<file path="src/design/host_heartbeat_lease_watchdog_macros.svh">
// Assertion macros used by the heartbeat lease watchdog core.
`ifndef HOST_HEARTBEAT_LEASE_WATCHDOG_MACROS_SVH
`define HOST_HEARTBEAT_LEASE_WATCHDOG_MACROS_SVH

// Check a condition in the same cycle as its trigger.
`define HLW_ASSERT_NOW(label, clk, rstn, ante, cons) \
    label: assert property (@(posedge clk) disable iff (!rstn) (ante) |-> (cons)) \
        else $error("hlw: same-cycle check failed");

// Check a condition in the cycle after its trigger.
`define HLW_ASSERT_NEXT(label, clk, rstn, ante, cons) \
    label: assert property (@(posedge clk) disable iff (!rstn) (ante) |=> (cons)) \
        else $error("hlw: next-cycle check failed");

`endif

</file>
<file path="src/design/hlw_pkg.sv">
// Types, codes and reset values for the heartbeat lease watchdog.
package hlw_pkg;

    // Event kinds carried by an input item
    typedef enum logic [2:0] {
        KIND_TICK       = 3'd0,
        KIND_BEAT       = 3'd1,
        KIND_ARM        = 3'd2,
        KIND_RENEW      = 3'd3,
        KIND_DISARM     = 3'd4,
        KIND_INVALIDATE = 3'd5,
        KIND_RESTART    = 3'd6
    } kind_t;

    // Reason codes reported with each result item
    typedef enum logic [2:0] {
        RC_OK           = 3'd0,
        RC_HOST_TIMEOUT = 3'd1,
        RC_NOT_ARMED    = 3'd2,
        RC_LEASE_EXPIRED = 3'd3,
        RC_BACKEND      = 3'd4
    } reason_t;

    // Configuration register indexes (byte address bits [3:2])
    typedef enum logic [1:0] {
        REG_HB_TIMEOUT    = 2'd0,
        REG_DEFAULT_LEASE = 2'd1,
        REG_MAX_LEASE     = 2'd2
    } reg_idx_t;

    localparam logic [15:0] HB_TIMEOUT_RST    = 16'd300;
    localparam logic [15:0] DEFAULT_LEASE_RST = 16'd500;
    localparam logic [15:0] MAX_LEASE_RST     = 16'd2000;

    localparam logic [31:0] ALL_ONES = 32'hFFFF_FFFF;

    // Configuration handed from the register block to the core
    typedef struct packed {
        logic [15:0] heartbeat_timeout;
        logic [15:0] default_lease;
        logic [15:0] max_lease;
    } cfg_t;

endpackage

</file>
<file path="src/design/host_heartbeat_lease_watchdog.sv">
// Top level of the host heartbeat and lease watchdog.
//
//   channel   direction  handshake          payload
//   s_        in         s_valid / s_ready  kind, now_time, lease_request, sink_ready
//   m_        out        m_valid / m_ready  reason_code, accepted, armed_now, heartbeat_age,
//                                           lease_remaining, max_gap, timeout_total, epoch
//   apb       in         psel/penable/pready heartbeat_timeout, default_lease, max_lease
//
// One item per cycle sustained while m_ready stays high; an item accepted on s_ passes
// through the input register and then the result register, the state update sitting
// between them, before it is presented on m_.
// Reset (aresetn low, synchronous) empties both registers, clears the state and
// loads the register defaults. A stall on m_ holds the result and then the input
// register; s_ready falls only when both are full and m_ready is low.
module host_heartbeat_lease_watchdog
    import hlw_pkg::*;
(
    input  logic        aclk,
    input  logic        aresetn,
    input  logic        psel,
    input  logic        penable,
    input  logic        pwrite,
    input  logic [3:0]  paddr,
    input  logic [31:0] pwdata,
    output logic [31:0] prdata,
    output logic        pready,
    input  logic        s_valid,
    output logic        s_ready,
    input  logic [2:0]  s_kind,
    input  logic [31:0] s_now_time,
    input  logic [15:0] s_lease_request,
    input  logic        s_sink_ready,
    output logic        m_valid,
    input  logic        m_ready,
    output logic [2:0]  m_reason_code,
    output logic        m_accepted,
    output logic        m_armed_now,
    output logic [31:0] m_heartbeat_age,
    output logic [31:0] m_lease_remaining,
    output logic [31:0] m_max_gap,
    output logic [31:0] m_timeout_total,
    output logic [31:0] m_epoch
);

    cfg_t cfg;

    // Configuration registers
    hlw_regs u_regs (
        .aclk    (aclk),
        .aresetn (aresetn),
        .psel    (psel),
        .penable (penable),
        .pwrite  (pwrite),
        .paddr   (paddr),
        .pwdata  (pwdata),
        .prdata  (prdata),
        .pready  (pready),
        .cfg     (cfg)
    );

    // Event processing
    hlw_core u_core (
        .aclk              (aclk),
        .aresetn           (aresetn),
        .cfg               (cfg),
        .s_valid           (s_valid),
        .s_ready           (s_ready),
        .s_kind            (s_kind),
        .s_now_time        (s_now_time),
        .s_lease_request   (s_lease_request),
        .s_sink_ready      (s_sink_ready),
        .m_valid           (m_valid),
        .m_ready           (m_ready),
        .m_reason_code     (m_reason_code),
        .m_accepted        (m_accepted),
        .m_armed_now       (m_armed_now),
        .m_heartbeat_age   (m_heartbeat_age),
        .m_lease_remaining (m_lease_remaining),
        .m_max_gap         (m_max_gap),
        .m_timeout_total   (m_timeout_total),
        .m_epoch           (m_epoch)
    );

endmodule

</file>
<file path="src/design/hlw_regs.sv">
// APB configuration registers of the heartbeat lease watchdog.
module hlw_regs
    import hlw_pkg::*;
(
    input  logic        aclk,
    input  logic        aresetn,
    input  logic        psel,
    input  logic        penable,
    input  logic        pwrite,
    input  logic [3:0]  paddr,
    input  logic [31:0] pwdata,
    output logic [31:0] prdata,
    output logic        pready,
    output cfg_t        cfg
);

    logic [15:0] hb_timeout_reg;
    logic [15:0] default_lease_reg;
    logic [15:0] max_lease_reg;
    logic        wr_en;
    reg_idx_t    idx;

    assign pready = 1'b1;
    assign wr_en  = psel & penable & pwrite;
    assign idx    = reg_idx_t'(paddr[3:2]);

    // Write the addressed register on the access cycle
    always_ff @(posedge aclk) begin
        if (!aresetn) begin
            hb_timeout_reg    <= HB_TIMEOUT_RST;
            default_lease_reg <= DEFAULT_LEASE_RST;
            max_lease_reg     <= MAX_LEASE_RST;
        end else if (wr_en) begin
            case (idx)
                REG_HB_TIMEOUT:    hb_timeout_reg    <= pwdata[15:0];
                REG_DEFAULT_LEASE: default_lease_reg <= pwdata[15:0];
                REG_MAX_LEASE:     max_lease_reg     <= pwdata[15:0];
                default: ;
            endcase
        end
    end

    // Return the addressed register, zero beyond the list
    always_comb begin
        case (idx)
            REG_HB_TIMEOUT:    prdata = {16'd0, hb_timeout_reg};
            REG_DEFAULT_LEASE: prdata = {16'd0, default_lease_reg};
            REG_MAX_LEASE:     prdata = {16'd0, max_lease_reg};
            default:           prdata = 32'd0;
        endcase
    end

    assign cfg.heartbeat_timeout = hb_timeout_reg;
    assign cfg.default_lease     = default_lease_reg;
    assign cfg.max_lease         = max_lease_reg;

endmodule

</file>
<file path="src/design/hlw_core.sv">
// Event stage: input register, watchdog state update and result register.
module hlw_core
    import hlw_pkg::*;
(
    input  logic        aclk,
    input  logic        aresetn,
    input  cfg_t        cfg,
    input  logic        s_valid,
    output logic        s_ready,
    input  logic [2:0]  s_kind,
    input  logic [31:0] s_now_time,
    input  logic [15:0] s_lease_request,
    input  logic        s_sink_ready,
    output logic        m_valid,
    input  logic        m_ready,
    output logic [2:0]  m_reason_code,
    output logic        m_accepted,
    output logic        m_armed_now,
    output logic [31:0] m_heartbeat_age,
    output logic [31:0] m_lease_remaining,
    output logic [31:0] m_max_gap,
    output logic [31:0] m_timeout_total,
    output logic [31:0] m_epoch
);

    // Input register
    logic        in_valid_reg;
    logic [2:0]  in_kind_reg;
    logic [31:0] in_now_reg;
    logic [15:0] in_req_reg;
    logic        in_ready_reg;

    // Watchdog state
    logic        seen_reg, seen_next;
    logic        armed_reg, armed_next;
    logic [31:0] last_beat_reg, last_beat_next;
    logic [31:0] gap_reg, gap_next;
    logic [31:0] deadline_reg, deadline_next;
    logic [31:0] tmo_cnt_reg, tmo_cnt_next;
    logic [31:0] epoch_reg, epoch_next;

    // Result register
    logic        out_valid_reg;
    logic [2:0]  out_reason_reg;
    logic        out_accepted_reg;
    logic        out_armed_reg;
    logic [31:0] out_age_reg;
    logic [31:0] out_rem_reg;

    logic        advance;
    logic [31:0] age_pre;
    logic [31:0] rem_pre;
    logic        beat_alive_pre;
    logic        lease_alive_pre;
    logic [15:0] norm_lease;
    logic [31:0] new_deadline;
    logic        last_set;
    logic [1:0]  dl_mode;
    logic        has_code;
    reason_t     code;
    reason_t     acc_rc;
    logic [31:0] age_post;
    logic [31:0] rem_post;
    logic        beat_alive_post;
    logic        lease_alive_post;
    logic        result_sane;
    logic        arm_taken;
    logic        tmo_hold;

    localparam logic [1:0] DL_KEEP = 2'd0;
    localparam logic [1:0] DL_NOW  = 2'd1;
    localparam logic [1:0] DL_NEW  = 2'd2;

    assign advance = in_valid_reg & (~out_valid_reg | m_ready);
    assign s_ready = ~in_valid_reg | advance;

    // Hold the accepted item until it moves into the result register
    always_ff @(posedge aclk) begin
        if (!aresetn) begin
            in_valid_reg <= 1'b0;
        end else if (s_ready) begin
            in_valid_reg <= s_valid;
        end
    end

    always_ff @(posedge aclk) begin
        if (s_valid && s_ready) begin
            in_kind_reg  <= s_kind;
            in_now_reg   <= s_now_time;
            in_req_reg   <= s_lease_request;
            in_ready_reg <= s_sink_ready;
        end
    end

    // Liveness before the event
    assign age_pre         = in_now_reg - last_beat_reg;
    assign rem_pre         = deadline_reg - in_now_reg;
    assign beat_alive_pre  = seen_reg && (age_pre <= {16'd0, cfg.heartbeat_timeout});
    assign lease_alive_pre = armed_reg && (rem_pre != 32'd0) && !rem_pre[31];

    // Normalize the requested lease
    always_comb begin
        if (in_req_reg == 16'd0) begin
            norm_lease = cfg.default_lease;
        end else if (in_req_reg > cfg.max_lease) begin
            norm_lease = cfg.max_lease;
        end else begin
            norm_lease = in_req_reg;
        end
    end

    assign new_deadline = in_now_reg + {16'd0, norm_lease};

    // Apply the event to the state
    always_comb begin
        seen_next     = seen_reg;
        armed_next    = armed_reg;
        last_beat_next = last_beat_reg;
        gap_next      = gap_reg;
        deadline_next = deadline_reg;
        tmo_cnt_next  = tmo_cnt_reg;
        epoch_next    = epoch_reg;
        last_set      = 1'b0;
        dl_mode       = DL_KEEP;
        has_code      = 1'b0;
        code          = RC_OK;
        case (in_kind_reg)
            KIND_TICK: begin
                if (armed_reg && (!beat_alive_pre || !lease_alive_pre)) begin
                    armed_next    = 1'b0;
                    deadline_next = in_now_reg;
                    dl_mode       = DL_NOW;
                    if (tmo_cnt_reg != ALL_ONES) begin
                        tmo_cnt_next = tmo_cnt_reg + 32'd1;
                    end
                end
            end
            KIND_BEAT: begin
                if (seen_reg && (age_pre > gap_reg)) begin
                    gap_next = age_pre;
                end
                seen_next      = 1'b1;
                last_beat_next = in_now_reg;
                last_set       = 1'b1;
            end
            KIND_ARM: begin
                has_code = 1'b1;
                if (!beat_alive_pre) begin
                    code = RC_HOST_TIMEOUT;
                end else if (!in_ready_reg) begin
                    code = RC_BACKEND;
                end else begin
                    armed_next    = 1'b1;
                    deadline_next = new_deadline;
                    dl_mode       = DL_NEW;
                    epoch_next    = (epoch_reg == ALL_ONES) ? 32'd1 : epoch_reg + 32'd1;
                end
            end
            KIND_RENEW: begin
                has_code = 1'b1;
                if (!beat_alive_pre) begin
                    armed_next    = 1'b0;
                    deadline_next = in_now_reg;
                    dl_mode       = DL_NOW;
                    code          = RC_HOST_TIMEOUT;
                end else if (!armed_reg) begin
                    code = RC_NOT_ARMED;
                end else begin
                    deadline_next = new_deadline;
                    dl_mode       = DL_NEW;
                end
            end
            KIND_DISARM: begin
                armed_next    = 1'b0;
                deadline_next = in_now_reg;
                dl_mode       = DL_NOW;
            end
            KIND_INVALIDATE: begin
                seen_next      = 1'b0;
                armed_next     = 1'b0;
                deadline_next  = in_now_reg;
                dl_mode        = DL_NOW;
                last_beat_next = in_now_reg;
                last_set       = 1'b1;
            end
            KIND_RESTART: begin
                seen_next      = 1'b0;
                armed_next     = 1'b0;
                last_beat_next = in_now_reg;
                last_set       = 1'b1;
                gap_next       = 32'd0;
                deadline_next  = in_now_reg;
                dl_mode        = DL_NOW;
                tmo_cnt_next   = 32'd0;
                epoch_next     = 32'd0;
            end
            default: ;
        endcase
    end

    // Liveness after the event, derived from the pre-event differences
    always_comb begin
        if (!seen_next) begin
            age_post = ALL_ONES;
        end else if (last_set) begin
            age_post = 32'd0;
        end else begin
            age_post = age_pre;
        end
        case (dl_mode)
            DL_NOW:  rem_post = 32'd0;
            DL_NEW:  rem_post = {16'd0, norm_lease};
            default: rem_post = rem_pre;
        endcase
    end

    assign beat_alive_post  = seen_next && (age_post <= {16'd0, cfg.heartbeat_timeout});
    assign lease_alive_post = armed_next && (rem_post != 32'd0) && !rem_post[31];

    // Rank the acceptance conditions
    always_comb begin
        if (!beat_alive_post) begin
            acc_rc = RC_HOST_TIMEOUT;
        end else if (!armed_next) begin
            acc_rc = RC_NOT_ARMED;
        end else if (!lease_alive_post) begin
            acc_rc = RC_LEASE_EXPIRED;
        end else if (!in_ready_reg) begin
            acc_rc = RC_BACKEND;
        end else begin
            acc_rc = RC_OK;
        end
    end

    // Advance the state once per item
    always_ff @(posedge aclk) begin
        if (!aresetn) begin
            seen_reg      <= 1'b0;
            armed_reg     <= 1'b0;
            last_beat_reg <= 32'd0;
            gap_reg       <= 32'd0;
            deadline_reg  <= 32'd0;
            tmo_cnt_reg   <= 32'd0;
            epoch_reg     <= 32'd0;
        end else if (advance) begin
            seen_reg      <= seen_next;
            armed_reg     <= armed_next;
            last_beat_reg <= last_beat_next;
            gap_reg       <= gap_next;
            deadline_reg  <= deadline_next;
            tmo_cnt_reg   <= tmo_cnt_next;
            epoch_reg     <= epoch_next;
        end
    end

    // Hold the result until it is taken
    always_ff @(posedge aclk) begin
        if (!aresetn) begin
            out_valid_reg <= 1'b0;
        end else if (advance) begin
            out_valid_reg <= 1'b1;
        end else if (m_ready) begin
            out_valid_reg <= 1'b0;
        end
    end

    always_ff @(posedge aclk) begin
        if (advance) begin
            out_reason_reg   <= has_code ? code : acc_rc;
            out_accepted_reg <= (acc_rc == RC_OK);
            out_armed_reg    <= armed_next;
            out_age_reg      <= age_post;
            out_rem_reg      <= lease_alive_post ? rem_post : 32'd0;
        end
    end

    assign m_valid           = out_valid_reg;
    assign m_reason_code     = out_reason_reg;
    assign m_accepted        = out_accepted_reg;
    assign m_armed_now       = out_armed_reg;
    assign m_heartbeat_age   = out_age_reg;
    assign m_lease_remaining = out_rem_reg;
    assign m_max_gap         = gap_reg;
    assign m_timeout_total   = tmo_cnt_reg;
    assign m_epoch           = epoch_reg;

    `include "host_heartbeat_lease_watchdog_macros.svh"

    assign result_sane = m_armed_now && (m_lease_remaining != 32'd0)
                         && (m_heartbeat_age != ALL_ONES);
    assign arm_taken   = advance && (in_kind_reg == KIND_ARM) && armed_next && !armed_reg;
    assign tmo_hold    = advance && (in_kind_reg != KIND_RESTART);

    // An armed watchdog always has a heartbeat on record
    `HLW_ASSERT_NOW(a_armed_has_beat, aclk, aresetn, armed_reg, seen_reg)

    // An accepted result comes with an armed flag, a live lease and a beat
    `HLW_ASSERT_NOW(a_accept_consistent, aclk, aresetn, m_valid && m_accepted, result_sane)

    // A successful arm never leaves the epoch at zero
    `HLW_ASSERT_NEXT(a_epoch_nonzero, aclk, aresetn, arm_taken, epoch_reg != 32'd0)

    // Only a restart lowers the timeout count
    `HLW_ASSERT_NEXT(a_tmo_monotonic, aclk, aresetn, tmo_hold, tmo_cnt_reg >= $past(tmo_cnt_reg))

endmodule

</file>
<file path="config.mk">
export PLATFORM = sky130hd
export DESIGN_NAME = host_heartbeat_lease_watchdog
export DESIGN_NICKNAME = d
export VERILOG_FILES = /design/src/design/hlw_pkg.sv /design/src/design/host_heartbeat_lease_watchdog.sv /design/src/design/hlw_regs.sv /design/src/design/hlw_core.sv
export VERILOG_INCLUDE_DIRS = /design/src /design/src/design
export SDC_FILE = /design/constraint.sdc
export NUM_CORES = 1
export LEC_CHECK = 0
export ABC_AREA = 1
export BUFFER_PORTS_ARGS = -buffer_cell sky130_fd_sc_hd__buf_2
export CORE_MARGIN = 5
export CORE_UTILIZATION = 50
export DETAILED_ROUTE_END_ITERATION = 8
export GPL_TIMING_DRIVEN = 0
export PLACE_DENSITY = 0.77
export RECOVER_POWER = 100
export SKIP_CTS_REPAIR_TIMING = 1
export SLEW_MARGIN = 20
export SYNTH_ARGS = -nofsm -noshare
export SYNTH_HDL_FRONTEND = slang
export SYNTH_SLANG_ARGS = --single-unit
</file>
<file path="constraint.sdc">
create_clock -name aclk -period 13.9 [get_ports aclk]
set_input_delay 2.78 -clock aclk [delete_from_list [all_inputs] [get_ports aclk]]
set_output_delay 2.78 -clock aclk [all_outputs]
set_load 0.05 [all_outputs]
</file>
* After elaboration in Yosys (flattened, before gate mapping)
Index checks and enable logic that the tools add are counted.
** Storage, ports and cells
- Register bits after elaboration :: 333
- Input bits :: 95
- Output and inout port bits :: 200
- Logic and storage cells :: 138
** Cells by class
- $add $sub $neg :: 5
- Magnitude comparators :: 4
- Eq/ne operators :: 18
- Mux-type cells :: 46
- Bitwise gates (word level) :: 7
- Reduce and logical (&&, ||, !) cells :: 37
** Operators by type and width (number)
- $mux 32 :: 13
- $pmux 32 s2 :: 4
- $pmux 32 s4 :: 1
- $add 32x1->32 const B :: 2
- $le 32x16->1 :: 2
- $reduce_bool 32->1 :: 2
- $sub 32x32->32 :: 2
- $pmux 16 s3 :: 1
- $add 32x16->32 :: 1
- $eq 32x32->1 const B :: 1
- $gt 32x32->1 :: 1
- $mux 16 :: 2
- $ne 32x32->1 const B :: 1
- $mux 3 :: 7
- $gt 16x16->1 :: 1
- $logic_not 16->1 :: 1
- $mux 2 :: 5
- $ne 2x1->1 const B :: 5
- $eq 3x3->1 const B :: 3
- $logic_and 1x1->1 :: 9
- $mux 1 :: 9
- $pmux 2 s4 :: 1
- $reduce_and 2->1 :: 4
- $reduce_and 4->1 :: 2
- 21 further kinds :: 37

* Depth between registers and ports, before layout
- Depth after elaboration :: 18
- Mapped depth :: 41
- Gate-level depth less buffers :: 38

* Modules after synthesis
A second synthesis with hierarchy kept.
** Unflattened totals
- Cell total of the unflattened synthesis :: 3609
- Area total of the unflattened synthesis :: 23991.8 um2
** Modules (own cells, without submodules)
- hlw_core :: instances 1, cells an instance 3251, area an instance 21625.7 um2, sequential area each 6916.6 um2
- hlw_regs :: instances 1, cells an instance 358, area an instance 2366.0 um2, sequential area each 960.9 um2

* Least setup slack after synthesis
Ideal clock, no wire load.
- Path type :: input -> output
- From :: input port paddr[3]
- To :: output port prdata[10]
- Data arrival time :: 4.120 ns
- Data required time :: 11.120 ns
- Setup slack :: 7.000 ns
- Stages on the path :: 4
- Buffers on the path :: 1
- Cell sequence :: nor2_1 clkinv_1 clkbuf_1 o221ai_1
** Between the ends
- Word-level cells in the longest chain between the ends :: 2
- Elaborated cells between the ends (all ways) :: 4
- Classes of those cells :: eq/ne (2); mux (1); reduce/logical (1)
** Ends and longest elaborated chain
- start, declared :: line host_heartbeat_lease_watchdog.sv:23 : input logic [3:0] paddr,
- $eq 2x2->1 (tied with other cells) :: line hlw_regs.sv:45 : case (idx)
- $pmux 16 s3 (*) :: line hlw_regs.sv:45
- end, declared :: line host_heartbeat_lease_watchdog.sv:25 : output logic [31:0] prdata,
Mark *: on every way between the ends. The rest lies on a longest branch, timed or not.

* Final worst setup path
- From :: register u_core.in_now_reg[1]
- To :: register u_core.out_rem_reg[30], in the netlist u_core.m_lease_remaining[30], data pin
** Between the ends
- Word-level cells in the longest chain between the ends :: 14
- Elaborated cells between the ends (all ways) :: 27
- Classes of those cells :: add/sub (2); order compare (1); eq/ne (2); mux (9); reduce/logical (13)
** Ends and longest elaborated chain
- start, declared :: line hlw_core.sv:29 : logic [31:0] in_now_reg;
- start signal, assigned :: line hlw_core.sv:89 : in_now_reg <= s_now_time;
- branches (longest 14 deep; another with $sub 32x32->32)
- end signal, assigned :: line hlw_core.sv:273 : out_rem_reg <= lease_alive_post ? rem_post : 32'd0;
- end, declared :: line hlw_core.sv:48 : logic [31:0] out_rem_reg;
Parallel ways; which one is timed is not known.
A chain may end at the register's enable or synchronous reset.

==> results.yml <==
run_status:
  outcome: "complete, but fails checks"
  violations: "max-capacitance violations, max-slew violations"
placement:
  dp.cells: 4487
  gp_congestion: 1.007
  hpwl_mm: 65.03
  io_buffer_count: 258
drt:
  drc: 0
  drt_iter0_drc: 2206
  wl_per_cell_um: 17.90
  first_pass_iters: 6
  ant_nets: 0
  viasPerCell: 5.383
  drt_wl_total_mm: 81.61
  vias: 24540
global_route:
  grt_overflow: 0
  grt_usage: 0.2975
  antenna_found_initial: 5
  grt_pass1_wl_mm: 124.6
  grt_pass1_vias: 22560
  grt_max_degree: 56
final_layout:
  instances_no_fill: 4559
  syn_to_final_growth_pct: 13.28
  drive_above_1_share: 0.04945
  nets: 4172
floorplan:
  core_region_area_sq_um: 47450
  ios: 295
  start_util: 0.5020
  die_h_um: 228.2
  rows: 80
  dieArea_sq_um: 52100
  die_w_um: 228.2
worst_setup_path:
  r2r_slack_ns: 5.58
  endpoint: "u_core.m_lease_remaining[30]"
  r2r-start: "u_core.in_now_reg[1]"
  crit_type: "reg2reg"
  worstPathMaxFanout: 10
  cp_data_required_time_ns: 14.32
  start_kind: "flop"
  reg2reg_to: "u_core.m_lease_remaining[30]"
  max_stage_delay_ns: 0.58
  startpoint: "u_core.in_now_reg[1]"
  ff2ff_path_depth: 40
  end_kind: "flop"
  cp.arrival_ns: 8.73
  crit_path_top_delay_cell: "edfxtp_1"
  cp_common_cell: "nand2_1"
synth:
  synthCells: 3596
  synth.distinct_cells: 53
  ys_ff_latch: 333
  seq_area_frac_synth: 0.3308
  avgSynthCellArea_sq_um: 6.623
  synthArstFlopShare: 0
  synth_area_sq_um: 23820
  synth_edf_count: 121
  yosys_warnings: 0
  synth_ff_type: "dfxtp_1"
timing:
  finalHoldViolCount: 0
  worst_pin_slew_ns: 3.346
  period_minus_slack_ns: 8.318
  relSlewSlack: -1.231
  setup_violations: 0
  finalCritPeriodShare: 0.5984
  holdWs_ns: 0.4879
  finClkSkew_ns: 0.01794
  drv_slew: 107
  setup_tns_ns: 0
  max_freq_mhz: 120.2
  rsz0062_at_grt: "false"
clocking:
  root_buffer: "clkbuf_16"
  cts_buffer_depth: 3
  clk_latency_ns: 0.58
  cts_tree: "done"
  clk_pin_slew_ns: 0.06
  clock-sinks: 333
  h-tree-depth: 2
  cts_buffers: 39
pwr:
  power_switching_w: 0.0009679
  p_comb_frac: 0.240
  swShare: 0.3350
  seqPwrFrac: 0.375
  peakVddDrop_mv: 0.1464
  p_leak_nw: 12.30
  powerDensity_nw_per_um2: 107.1
  clockPowerShare: 0.385
  p_int_w: 0.001922
flow_run:
  maxCapViolations: 2
hold_path:
  min_path_type: "reg2reg"
==> logic make-up after synthesis <==
family,synth area share
and+or+nand+nor,0.3226
buffers and inverters,0.1155
AOI/OAI and AO/OA,0.1105
DFF,0.3308
adders and majority gates,0.08711
xor gates and xnor gates,0.03310
other,0.0003153
==> cell usage after synthesis, drive strengths merged, types with 16 or more instances <==
cell type / number / area (sq um)
nand2: 1019 / 3852
inv: 576 / 2162
nor2: 398 / 1524
a21oi: 232 / 1165
dfxtp: 212 / 4244
nand3: 187 / 970.9
o21ai: 186 / 934.6
ha: 161 / 2014
edfxtp: 121 / 3633
nand4: 81 / 506.7
clkbuf: 75 / 282.8
nor3: 64 / 335.3
xor2: 53 / 464.2
buf: 42 / 287.8
xnor2: 37 / 324.1
nor4: 22 / 143.9
o211ai: 20 / 150.1
and2: 17 / 106.4
o221ai: 17 / 148.9
nand3b: 16 / 120.1
==> area by class of cell <==
cell class | instances | area (sq um)
clock buffer | 50 | 1074
fill | 4827 | 20470
multi-input combinational | 2581 | 13190
tap | 615 | 769.5
antenna | 1 | 2.502
timing repair buffer | 260 | 1065
inverter | 581 | 2183
sequential | 333 | 7878
clock inverter | 21 | 296.5
buffer | 117 | 519.2
==> layer usage <==
layer	vias up	wire length (um)	GRT usage
met3	195	6940	0.06827
met1	11210	33300	0.3735
met4	8	3578	0.1180
met2	940	37730	0.4984
li1	12180	-	-
met5	-	56	0
==> stage by stage <==
step	total power [W]	setup slack [ns]	cell area, sq um	utilization
floorplan	0.001587	7.000	23880	-
global placement	0.001778	6.387	25940	0.5467
detailed placement	0.001787	6.327	26000	0.5480
CTS	0.002899	6.251	27370	0.5768
global route	0.003017	5.194	26970	0.5685
finish	0.002890	5.582	26980	0.5686
==> critical path: cells and delay by family (launching register included) <==
kind            cells  cell delay [ns]
simple gates       25             3.59
buf+inv             8             2.03
flops               1             0.58
xor+xnor            1             0.56
fa+ha+maj           3             1.04
compound gates      3             0.36
==> power groups by stage <==
stage	registers [W]	clock network, W	logic (W)
floorplan	0.00114	0	0.000449
global placement	0.00110	0	0.000675
detailed placement	0.00110	0	0.000686
CTS	0.00108	0.00113	0.000692
global route	0.00109	0.00116	0.000769
finish	0.00108	0.00111	0.000694
==> layout by cell type (no fill, tap or decap), drive strengths merged, types with 5 or more instances in the layout <==
master and n:
conb 18, o221ai 17, dfxtp 212, clkinvlp 5, nand4 81, xor2 53, ha 161, nor2 398
clkinv 10, o21a 5, o21ai 186, o21bai 8, inv 581, and2 17, nor3 64, bufinv 6
a21oi 232, a31oi 5, nor3b 9, clkbuf 331, o211ai 20, nand3b 16, buf 96, nand3 187
or2 5, edfxtp 121, nand2 1019, xnor2 37, nor4 22
==> worst min path at each step <==
stage | end | depth (start not counted) | slack (ns) | startpoint
floorplan | u_core.deadline_reg[7] | 2 | 0.44 | u_core.deadline_reg[7]
global placement | u_core.deadline_reg[7] | 2 | 0.47 | u_core.deadline_reg[7]
detailed placement | u_core.deadline_reg[7] | 2 | 0.47 | u_core.deadline_reg[7]
CTS | u_core.deadline_reg[7] | 2 | 0.48 | u_core.deadline_reg[7]
global route | u_core.deadline_reg[7] | 2 | 0.49 | u_core.deadline_reg[7]
finish | u_core.deadline_reg[7] | 2 | 0.49 | u_core.deadline_reg[7]
No activity file was read; power rests on OpenSTA's default activity.
